[src/mexp_pkg.sv]
// shared constants and types for the modular exponentiation block
package mexp_pkg;

    // default operand width of exponent, modulus and datapath
    localparam int OPERAND_BITS_DEF = 62;

    // fixed field widths of the stream payloads
    localparam int BASE_BITS  = 63;
    localparam int POWER_BITS = 62;
    localparam int S_TDATA_W  = ((BASE_BITS + 7) / 8) * 8;
    localparam int M_TDATA_W  = ((POWER_BITS + 7) / 8) * 8;

    // configuration register indexes
    localparam int CFG_IDX_W = 1;
    localparam logic [CFG_IDX_W-1:0] CFG_EXPONENT = 1'b0;
    localparam logic [CFG_IDX_W-1:0] CFG_MODULUS  = 1'b1;

    // register reset values, masked to the operand width where used
    localparam logic [63:0] EXPONENT_RESET = 64'd65537;
    localparam logic [63:0] MODULUS_RESET  = 64'd2;

    // control from the sequencer to the modular multiplier
    typedef struct packed {
        logic start;
    } t_mm_ctrl;

    // status from the modular multiplier to the sequencer
    typedef struct packed {
        logic busy;
        logic done;
    } t_mm_stat;

endpackage

[src/mexp_modmul.sv]
// shift-add-reduce modular multiplier, one multiplier bit per cycle
module mexp_modmul #(
    parameter int OPND_W = mexp_pkg::OPERAND_BITS_DEF
) (
    input  logic              i_clk,
    input  logic              i_rst_n,
    input  mexp_pkg::t_mm_ctrl i_ctrl,
    input  logic [OPND_W-1:0] i_x,
    input  logic [OPND_W-1:0] i_y,
    input  logic [OPND_W-1:0] i_m,
    output mexp_pkg::t_mm_stat o_stat,
    output logic [OPND_W-1:0] o_result
);
    import mexp_pkg::*;

    logic [OPND_W-1:0] r_x, n_x;
    logic [OPND_W-1:0] r_y, n_y;
    logic [OPND_W-1:0] r_acc, n_acc;
    logic              r_busy, n_busy;
    logic              r_done, n_done;

    logic [OPND_W:0] acc_sum;
    logic [OPND_W:0] x_dbl;
    logic [OPND_W:0] m_ext;

    // add and double, each brought back below the modulus
    assign m_ext   = {1'b0, i_m};
    assign acc_sum = {1'b0, r_acc} + {1'b0, r_x};
    assign x_dbl   = {r_x, 1'b0};

    // step sequencing
    always_comb begin
        n_x    = r_x;
        n_y    = r_y;
        n_acc  = r_acc;
        n_busy = r_busy;
        n_done = 1'b0;
        if (i_ctrl.start && !r_busy) begin
            n_x    = i_x;
            n_y    = i_y;
            n_acc  = '0;
            n_busy = 1'b1;
        end else if (r_busy) begin
            if (r_y == '0) begin
                n_busy = 1'b0;
                n_done = 1'b1;
            end else begin
                if (r_y[0]) begin
                    n_acc = (acc_sum >= m_ext) ? OPND_W'(acc_sum - m_ext)
                                               : acc_sum[OPND_W-1:0];
                end
                n_x = (x_dbl >= m_ext) ? OPND_W'(x_dbl - m_ext) : x_dbl[OPND_W-1:0];
                n_y = r_y >> 1;
            end
        end
    end

    // control state under reset, operands free running
    always_ff @(posedge i_clk) begin
        if (!i_rst_n) begin
            r_busy <= 1'b0;
            r_done <= 1'b0;
        end else begin
            r_busy <= n_busy;
            r_done <= n_done;
        end
        r_x   <= n_x;
        r_y   <= n_y;
        r_acc <= n_acc;
    end

    assign o_stat.busy = r_busy;
    assign o_stat.done = r_done;
    assign o_result    = r_acc;

endmodule

[src/modular_exponentiation_top.sv]
// modular exponentiation top level: sequencer, base reduction and stream ports
// a modulus below two skips the base reduction and the multiplier and gives a power of zero
// throughput: one word at a time, set by the single shared shift-add modular multiplier
// the base is first reduced one bit per cycle over its 63 bits
// reset: synchronous active low; exponent resets to 65537, modulus to 2, block idle
module modular_exponentiation_top #(
    parameter int OPERAND_BITS = mexp_pkg::OPERAND_BITS_DEF
) (
    input  logic                               i_clk,
    input  logic                               i_rst_n,
    // configuration write port
    input  logic                               i_cfg_we,
    input  logic [mexp_pkg::CFG_IDX_W-1:0]     i_cfg_idx,
    input  logic [OPERAND_BITS-1:0]            i_cfg_data,
    // input stream
    input  logic                               s_axis_tvalid,
    output logic                               s_axis_tready,
    input  logic [mexp_pkg::S_TDATA_W-1:0]     s_axis_tdata,  // [62:0] base, [63] pad
    // output stream
    output logic                               m_axis_tvalid,
    input  logic                               m_axis_tready,
    output logic [mexp_pkg::M_TDATA_W-1:0]     m_axis_tdata   // [61:0] power, [63:62] zero
);
    import mexp_pkg::*;

    localparam int CNT_W = $clog2(BASE_BITS);

    typedef enum logic [2:0] {
        S_IDLE,
        S_RED,
        S_BIT,
        S_MULP,
        S_SQ,
        S_MULS,
        S_DONE
    } t_state;

    t_state                  r_state, n_state;
    logic [OPERAND_BITS-1:0] r_exp_cfg, r_mod_cfg;
    logic [OPERAND_BITS-1:0] r_e, n_e;
    logic [OPERAND_BITS-1:0] r_m, n_m;
    logic [OPERAND_BITS-1:0] r_b, n_b;
    logic [OPERAND_BITS-1:0] r_prod, n_prod;
    logic [BASE_BITS-1:0]    r_mag, n_mag;
    logic [CNT_W-1:0]        r_cnt, n_cnt;
    logic                    r_out_valid, n_out_valid;
    logic [OPERAND_BITS-1:0] r_out_power, n_out_power;

    logic [BASE_BITS-1:0]    raw_base;
    logic [BASE_BITS-1:0]    mag;
    logic [OPERAND_BITS:0]   red_sh;
    logic [OPERAND_BITS:0]   m_ext;
    logic [OPERAND_BITS-1:0] red_next;
    logic                    in_acc;

    t_mm_ctrl                mm_ctrl;
    t_mm_stat                mm_stat;
    logic [OPERAND_BITS-1:0] mm_x;
    logic [OPERAND_BITS-1:0] mm_result;

    // magnitude of the two's complement base
    assign raw_base = s_axis_tdata[BASE_BITS-1:0];
    assign mag      = raw_base[BASE_BITS-1] ? (~raw_base + 1'b1) : raw_base;
    assign in_acc   = s_axis_tvalid && s_axis_tready;

    // one restoring remainder step of the base reduction
    assign m_ext    = {1'b0, r_m};
    assign red_sh   = {r_b, r_mag[r_cnt]};
    assign red_next = (red_sh >= m_ext) ? OPERAND_BITS'(red_sh - m_ext)
                                        : red_sh[OPERAND_BITS-1:0];

    // multiplier launch: product times base on a one bit, else the squaring
    assign mm_ctrl.start = ((r_state == S_BIT) && (r_e != '0)) || (r_state == S_SQ);
    assign mm_x          = ((r_state == S_BIT) && r_e[0]) ? r_prod : r_b;

    mexp_modmul #(
        .OPND_W (OPERAND_BITS)
    ) u_modmul (
        .i_clk    (i_clk),
        .i_rst_n  (i_rst_n),
        .i_ctrl   (mm_ctrl),
        .i_x      (mm_x),
        .i_y      (r_b),
        .i_m      (r_m),
        .o_stat   (mm_stat),
        .o_result (mm_result)
    );

    // sequencer
    always_comb begin
        n_state     = r_state;
        n_e         = r_e;
        n_m         = r_m;
        n_b         = r_b;
        n_prod      = r_prod;
        n_mag       = r_mag;
        n_cnt       = r_cnt;
        n_out_valid = r_out_valid;
        n_out_power = r_out_power;
        if (r_out_valid && m_axis_tready) begin
            n_out_valid = 1'b0;
        end
        unique case (r_state)
            S_IDLE: begin
                if (in_acc) begin
                    n_e   = r_exp_cfg;
                    n_m   = r_mod_cfg;
                    n_mag = mag;
                    n_b   = '0;
                    n_cnt = CNT_W'(BASE_BITS - 1);
                    if (r_mod_cfg < OPERAND_BITS'(2)) begin
                        n_prod  = '0;
                        n_state = S_DONE;
                    end else begin
                        n_state = S_RED;
                    end
                end
            end
            S_RED: begin
                n_b   = red_next;
                n_cnt = r_cnt - 1'b1;
                if (r_cnt == '0) begin
                    n_prod  = OPERAND_BITS'(1);
                    n_state = S_BIT;
                end
            end
            S_BIT: begin
                if (r_e == '0) begin
                    n_state = S_DONE;
                end else if (r_e[0]) begin
                    n_state = S_MULP;
                end else begin
                    n_state = S_MULS;
                end
            end
            S_MULP: begin
                if (mm_stat.done) begin
                    n_prod  = mm_result;
                    n_state = S_SQ;
                end
            end
            S_SQ: begin
                n_state = S_MULS;
            end
            S_MULS: begin
                if (mm_stat.done) begin
                    n_b     = mm_result;
                    n_e     = r_e >> 1;
                    n_state = S_BIT;
                end
            end
            S_DONE: begin
                if (!r_out_valid || m_axis_tready) begin
                    n_out_valid = 1'b1;
                    n_out_power = r_prod;
                    n_state     = S_IDLE;
                end
            end
            default: n_state = S_IDLE;
        endcase
    end

    // state, configuration and output registers
    always_ff @(posedge i_clk) begin
        if (!i_rst_n) begin
            r_state     <= S_IDLE;
            r_out_valid <= 1'b0;
            r_exp_cfg   <= OPERAND_BITS'(EXPONENT_RESET);
            r_mod_cfg   <= OPERAND_BITS'(MODULUS_RESET);
        end else begin
            r_state     <= n_state;
            r_out_valid <= n_out_valid;
            if (i_cfg_we) begin
                unique case (i_cfg_idx)
                    CFG_EXPONENT: r_exp_cfg <= i_cfg_data;
                    CFG_MODULUS:  r_mod_cfg <= i_cfg_data;
                    default: ;
                endcase
            end
        end
        r_e         <= n_e;
        r_m         <= n_m;
        r_b         <= n_b;
        r_prod      <= n_prod;
        r_mag       <= n_mag;
        r_cnt       <= n_cnt;
        r_out_power <= n_out_power;
    end

    assign s_axis_tready = (r_state == S_IDLE);
    assign m_axis_tvalid = r_out_valid;
    assign m_axis_tdata  = M_TDATA_W'(r_out_power);

endmodule

[config.mk]
export PLATFORM = sky130hd
export DESIGN_NAME = modular_exponentiation_top
export DESIGN_NICKNAME = d
export VERILOG_FILES = /design/src/mexp_pkg.sv /design/src/mexp_modmul.sv /design/src/modular_exponentiation_top.sv
export SDC_FILE = /design/constraint.sdc
export NUM_CORES = 2
export LEC_CHECK = 0
export BUFFER_PORTS_ARGS = -buffer_cell sky130_fd_sc_hd__buf_2
export CAP_MARGIN = 20
export CELL_PAD_IN_SITES_DETAIL_PLACEMENT = 0
export CELL_PAD_IN_SITES_GLOBAL_PLACEMENT = 2
export CORE_ASPECT_RATIO = 1.75
export CORE_MARGIN = 2
export CORE_UTILIZATION = 43
export DETAILED_ROUTE_END_ITERATION = 12
export PLACE_DENSITY = 0.85
export SYNTH_ARGS = -nofsm -noshare
export SYNTH_HDL_FRONTEND = slang
export SYNTH_SLANG_ARGS = --single-unit
[constraint.sdc]
create_clock -name i_clk -period 14.1 [get_ports i_clk]
set_input_delay 2.82 -clock i_clk [delete_from_list [all_inputs] [get_ports i_clk]]
set_output_delay 2.82 -clock i_clk [all_outputs]
set_load 0.02 [all_outputs]
[Yosys cells after proc, flatten, opt, wreduce, memory -nomap -nowiden]
Index checks and enable logic that the tools add are counted.
Word-level totals
  bits in writable memories: 0
  output and inout port bits: 66
  ROM bits: 0
  register bits: 695
  latch bits: 0
  memories: 0
Operators by class
  bitwise gates (word level): 5
  add/subtract/negate cells: 6
  equality and inequality tests: 13
  divide/modulo/power cells: 0
  order comparisons: 5
  $mul: 0
  shifts and indexed selects: 0
  reductions and logical operators: 31
  mux-type cells: 41
Operators with widths (number)
  62-bit 2-to-1 mux: 18
  62-bit case mux with 3 select lines: 2
  63-bit by 62-bit greater-or-equal comparator with 1-bit output: 3
  62-bit subtractor: 3
  62-bit logical NOT: 2
  62-bit case mux with 2 select lines: 1
  62-bit by 62-bit adder with 63-bit output: 1
  63-bit by 1-bit adder with 63-bit output (second input constant): 1
  63-bit inverter: 1
  62-bit by 2-bit < comparator with 1-bit output (second input constant): 1
  62-bit nonzero test: 1
  3-bit 2-to-1 mux: 8
  3-bit case mux with 7 select lines: 1
  6-bit case mux with 2 select lines: 1
  2-bit AND reduction: 6
  2-bit by 1-bit != test with 1-bit output (second input constant): 5
  5-bit AND reduction: 2
  3-bit equality test (second input constant): 3
  3-bit AND reduction: 3
  1-bit 2-to-1 mux: 8
  6-bit by 7-bit < comparator with 1-bit output (second input constant): 1
  1-bit binary-select mux with 6-bit select: 1
  3-bit by 2-bit equality test with 1-bit output (second input constant): 2
  6-bit logical NOT: 1
  other kinds (12): 25

[Longest topological paths before layout]
  word-level depth: 6
  mapped depth: 28

[Hierarchy]
From an unflattened synthesis, not the netlist that was laid out.
Second synthesis, totals
  cell total of the unflattened synthesis: 4969
  area total of the unflattened synthesis: 45182.1 um^2
Modules (own cells, without submodules)
  modular_exponentiation_top: times used 1, cells an instance 2301, sequential area each 13943.4 um^2, area an instance 25434.4 um^2
  mexp_modmul: times used 1, cells an instance 2668, sequential area each 5004.8 um^2, area an instance 19747.7 um^2

[Least setup slack after synthesis]
Ideal clock, no wire load.
  path type: input port to flip-flop
  start: input s_axis_tvalid
  end: register r_b[0] (enable)
  library setup time: 0.482 ns
  setup slack: 8.040 ns
  required time: 13.618 ns
  cell stages on the path: 4
  data arrival time: 5.578 ns
  path buffers: 0
  cell sequence: nor2_1 -> nor2_1 -> a21oi_1 -> nor2_1
On the way
  cells in the longest elaborated chain, start to end: 3
RTL lines
  from (decl): line modular_exponentiation_top.sv:16  | input logic s_axis_tvalid,
  1-bit logical AND: line modular_exponentiation_top.sv:64  | assign in_acc = s_axis_tvalid && s_axis_tready;
  2-bit by 1-bit != test with 1-bit output (no source line)
  3-bit AND reduction (no source line)
  to (signal assigned): line modular_exponentiation_top.sv:183  | r_b <= n_b;
  to (decl): line modular_exponentiation_top.sv:42  | logic [OPERAND_BITS-1:0] r_b, n_b;
No other way between the ends.
A chain may end at the register's enable or synchronous reset.

[Worst setup path after layout]
  start: register u_modmul.r_acc[0], in the netlist u_modmul.o_result[0]
  end: register u_modmul.r_acc[30], in the netlist u_modmul.o_result[30]
On the way
  cells in the longest elaborated chain, start to end: 3
RTL lines
  from (decl): line mexp_modmul.sv:18  | logic [OPND_W-1:0] r_acc, n_acc;
  from (signal assigned): line mexp_modmul.sv:69  | r_acc <= n_acc;
  62-bit by 62-bit adder with 63-bit output (*): line mexp_modmul.sv:28  | assign acc_sum = {1'b0, r_acc} + {1'b0, r_x};
  62-bit subtractor / 63-bit by 62-bit greater-or-equal comparator with 1-bit output (equally long branches): line mexp_modmul.sv:49  | n_acc = (acc_sum >= m_ext) ? OPND_W'(acc_sum - m_ext)
  62-bit 2-to-1 mux (*): line mexp_modmul.sv:49
Every way passes the cells marked *; elsewhere a longest branch is shown, timed or not.

==> results.py <==
metrics = {
    "yosys": {
        "ys.warnings.count": 0,
        "synth_edf_count": 503,
        "synthTopCellsByArea": "edfxtp_1 34%, dfxtp_1 8.6%, ha_1 7.0%",
        "synth-main-ff-cell": "edfxtp_1",
        "synth-seq-cells": 695,
        "synth.yosys.seq_area_share_pct": 42.3,
        "yosysTopAreaCell": "edfxtp_1",
        "synthArstFlopShare_pct": 0,
        "synth_cell_types": 97,
        "netlist_instances": 4815,
        "synth.cell_area_mm2": 0.0448,
        "synth_most_common_cell": "nand2_1",
        "synth_common_cells": "825 x nand2_1, 503 x edfxtp_1, 400 x a21oi_1, 311 x o21ai_0, 251 x ha_1",
        "syn_avg_cell_area_um2": 9.30,
        "netlist.area_leader.share_pct": 33.7,
    },
    "route": {
        "wire_per_inst_um": 29.1,
        "drc": 0,
        "wirelength_um": 182000,
        "via_per_inst": 6.07,
        "ant_nets": 0,
        "dr_total_vias": 38002,
        "first_pass_iters": 7,
        "drt_iter0_drc": 2503,
    },
    "power_and_ir_drop": {
        "p_switching_mw": 5.12,
        "p_per_area_mw_per_mm2": 223,
        "power.leakage_nw": 19.4,
        "clkPwrFrac_pct": 19.0,
        "seq_power_share_pct": 26.9,
        "total_power_mw": 11.0,
        "p_sw_share_pct": 46.8,
        "combinationalPowerShare_pct": 54.0,
        "ir_drop_v": 0.000184,
        "intPower_mw": 5.83,
    },
    "critical_path": {
        "r2r_start": "u_modmul.o_result[0]",
        "worst_ep_required_time_ns": 14.73,
        "path_class": "reg2reg",
        "reg2reg_depth": 24,
        "reg2reg_setup_slack_ns": 5.34,
        "r2r-end": "u_modmul.o_result[30]",
        "crit_path_end_kind": "flop",
        "start_kind": "flop",
        "cp_max_fo": 54,
        "critPathArrivalTime_ns": 9.39,
    },
    "grt": {
        "use_met1_pct": 33.2,
        "grt_max_degree": 132,
        "grt_pass1_wl_um": 259000,
        "busiest_layer": "met2",
        "grt_use_total_pct": 33.9,
        "use_met2_pct": 59.0,
        "grt_antenna_before_repair": 2,
        "grt_pass1_vias": 38077,
        "met3_usage_pct": 4.87,
        "grt.overflow.total": 0,
    },
    "sta": {
        "fmax_mhz": 114,
        "period_share_pct": 62.1,
        "tightestPinTransition_ns": 1.17,
        "finalCriticalPeriod_ns": 8.76,
        "relSlewSlack_pct": 21.7,
        "grt_setup_unrepaired": "no",
        "fin_setup_tns_ns": 0,
        "setup_viol": 0,
        "fin_worst_skew_ns": 0.0340,
        "slew_violations": 0,
        "hold_viol": 0,
    },
    "clocking": {
        "clkSinkCount": 695,
        "cts_post_setup_buffers_inserted": 0,
        "cts_root_buffer": "clkbuf_16",
        "cts_tree": "yes",
        "numCtsBuffers": 72,
        "hold_buffers": 0,
        "ctsHtreeMaxLevel": 3,
        "cts_buffer_depth": 3,
        "clk_latency_ns": 0.72,
        "ctsResizeCount": 0,
        "clk_pin_slew_ns": 0.06,
    },
    "final_layout": {
        "syn_to_final_growth_pct": 9.84,
        "fin_nets": 5239,
        "drive_above_1_share_pct": 10.1,
        "design_area_mm2": 0.0492,
        "final-instance-count-excl-fill": 6258,
    },
    "min_path": {
        "min_path_cells": 0,
        "hp-start": "r_prod[11]",
        "hold_path.class": "reg2reg",
        "hold_end": "r_out_power[11]",
    },
    "place": {
        "placed_cell_area_mm2": 0.0466,
        "gp_congestion": 1.00,
        "place_hpwl_um": 142000,
        "dp_cells": 6120,
        "port-buffer-count": 194,
    },
    "die": {
        "core_mm2": 0.103,
        "die-width_um": 248,
        "die_h_um": 431,
        "die_area_mm2": 0.107,
        "rows": 156,
        "ios": 198,
        "start_util_pct": 43.4,
    },
    "run_status": {
        "status": "finished, final reports clean",
    },
    "flow_run": {
        "drv_cap": 0,
    },
}
==> layout by cell type, fill, tap and decap left out, types with 18 or more instances in the layout <==
cell       count
ha_1         251
nor3_1        53
a21o_1       114
mux2_2        61
a31oi_1       49
xnor2_1      195
nand2_1      821
o211ai_1      18
o21a_1        34
nand2b_1      48
buf_4         37
a21oi_1      400
mux2i_1       94
o21bai_1      47
nand3_1       67
edfxtp_1     503
nand4_1       79
dfxtp_1      191
o21ai_0      311
buf_2        193
o31ai_1       33
and3_1       125
a22o_1        39
a21boi_0     132
a211oi_1      36
nor4_1        70
or4_1         20
clkbuf_16     75
nor2b_1       38
xor2_1        89
inv_1        148
nor2_1       181
mux4_2        20
and2_1        19
==> power by group through the flow <==
stage | combinational, mW | sequential, mW | clock [mW]
3_5_place_dp | 5.82 | 2.98 | 0
4_1_cts | 5.85 | 2.93 | 2.12
2_1_floorplan | 4.26 | 2.67 | 0
5_1_grt | 6.41 | 2.94 | 2.18
3_3_place_gp | 5.81 | 2.97 | 0
6_report | 5.92 | 2.95 | 2.08
==> layout make-up <==
cell class / instances / area (um2)
Timing Repair Buffer: 231 / 1260
Sequential cell: 695 / 18900
Fill cell: 10147 / 54100
Clock buffer: 83 / 1920
Tap cell: 1343 / 1680
Clock inverter: 51 / 611
Antenna cell: 3 / 7.51
Inverter: 149 / 562
Multi-Input combinational cell: 3703 / 24200
==> state kept, by name, indices dropped and copies added, names as in the netlist, 6 cells and up <==
| signal | count |
|---|---|
| u_modmul.r_x | 62 |
| r_exp_cfg | 62 |
| r_out_power | 62 |
| r_mag | 63 |
| r_m | 62 |
| r_mod_cfg | 62 |
| r_b | 62 |
| r_prod | 62 |
| u_modmul.r_y | 62 |
| r_e | 62 |
| r_cnt | 6 |
| u_modmul.o_result | 62 |
==> kinds of logic (layout without fill, tap and decap cells) <==
family | count (synthesis) | count (layout) | synth area share, %
AOI/OAI and AO/OA | 1380 | 1380 | 19.6
other | 1 | 5 | 0.00838
DFF | 695 | 695 | 42.3
adders and majority gates | 255 | 255 | 7.19
xor gates and xnor gates | 284 | 284 | 5.56
muxes | 175 | 175 | 4.64
buffers and inverters | 418 | 514 | 3.93
and+or+nand+nor | 1607 | 1607 | 16.7
==> per-layer routing <==
| layer | share of wire, % | wire length (um) | up-vias |
|---|---|---|---|
| li1 | - | - | 17795 |
| met1 | 33 | 60600 | 18402 |
| met2 | 50 | 91200 | 1230 |
| met3 | 4.3 | 7780 | 575 |
| met4 | 12 | 22700 | 0 |
| met5 | 0 | 0 | - |
==> critical path, cell delays in order (launching register included) <==
cell and delay, ns:
dfxtp_1 0.49, ha_1 0.26, inv_1 0.07, fa_1 0.39, nand2b_1 0.18, a21oi_1 0.86
o2111ai_1 0.25, o211ai_1 0.22, nor2_1 0.10, nor2_1 0.37, a211oi_1 0.26, o21ai_0 0.26
xor2_1 0.33, ha_1 0.32, and3_4 0.27, nand2_2 0.09, or4_1 0.52, a2111o_1 0.39
o211ai_2 0.23, o21ai_2 0.15, a211oi_2 0.90, or2_4 0.29, buf_4 0.81, o311ai_0 0.34
a31oi_1 0.25
==> worst max path at each step <==
stage                               from               endpoint
global placement    u_modmul.o_result[0]  u_modmul.o_result[30]
CTS                 u_modmul.o_result[0]  u_modmul.o_result[30]
detailed placement  u_modmul.o_result[0]  u_modmul.o_result[30]
floorplan                  s_axis_tvalid                 r_b[0]
global route        u_modmul.o_result[0]  u_modmul.o_result[30]
finish              u_modmul.o_result[0]  u_modmul.o_result[30]
==> stage by stage <==
step	hold slack [ns]	setup WS (ns)	utilization [%]
after floorplan	0.408	8.04	-
after global placement	0.433	5.66	45.2
after detailed placement	0.434	5.62	45.2
after CTS	0.452	5.59	47.6
after global routing	0.456	5.23	47.6
final	0.436	5.34	47.6
Power figures use the tool's default switching activity.
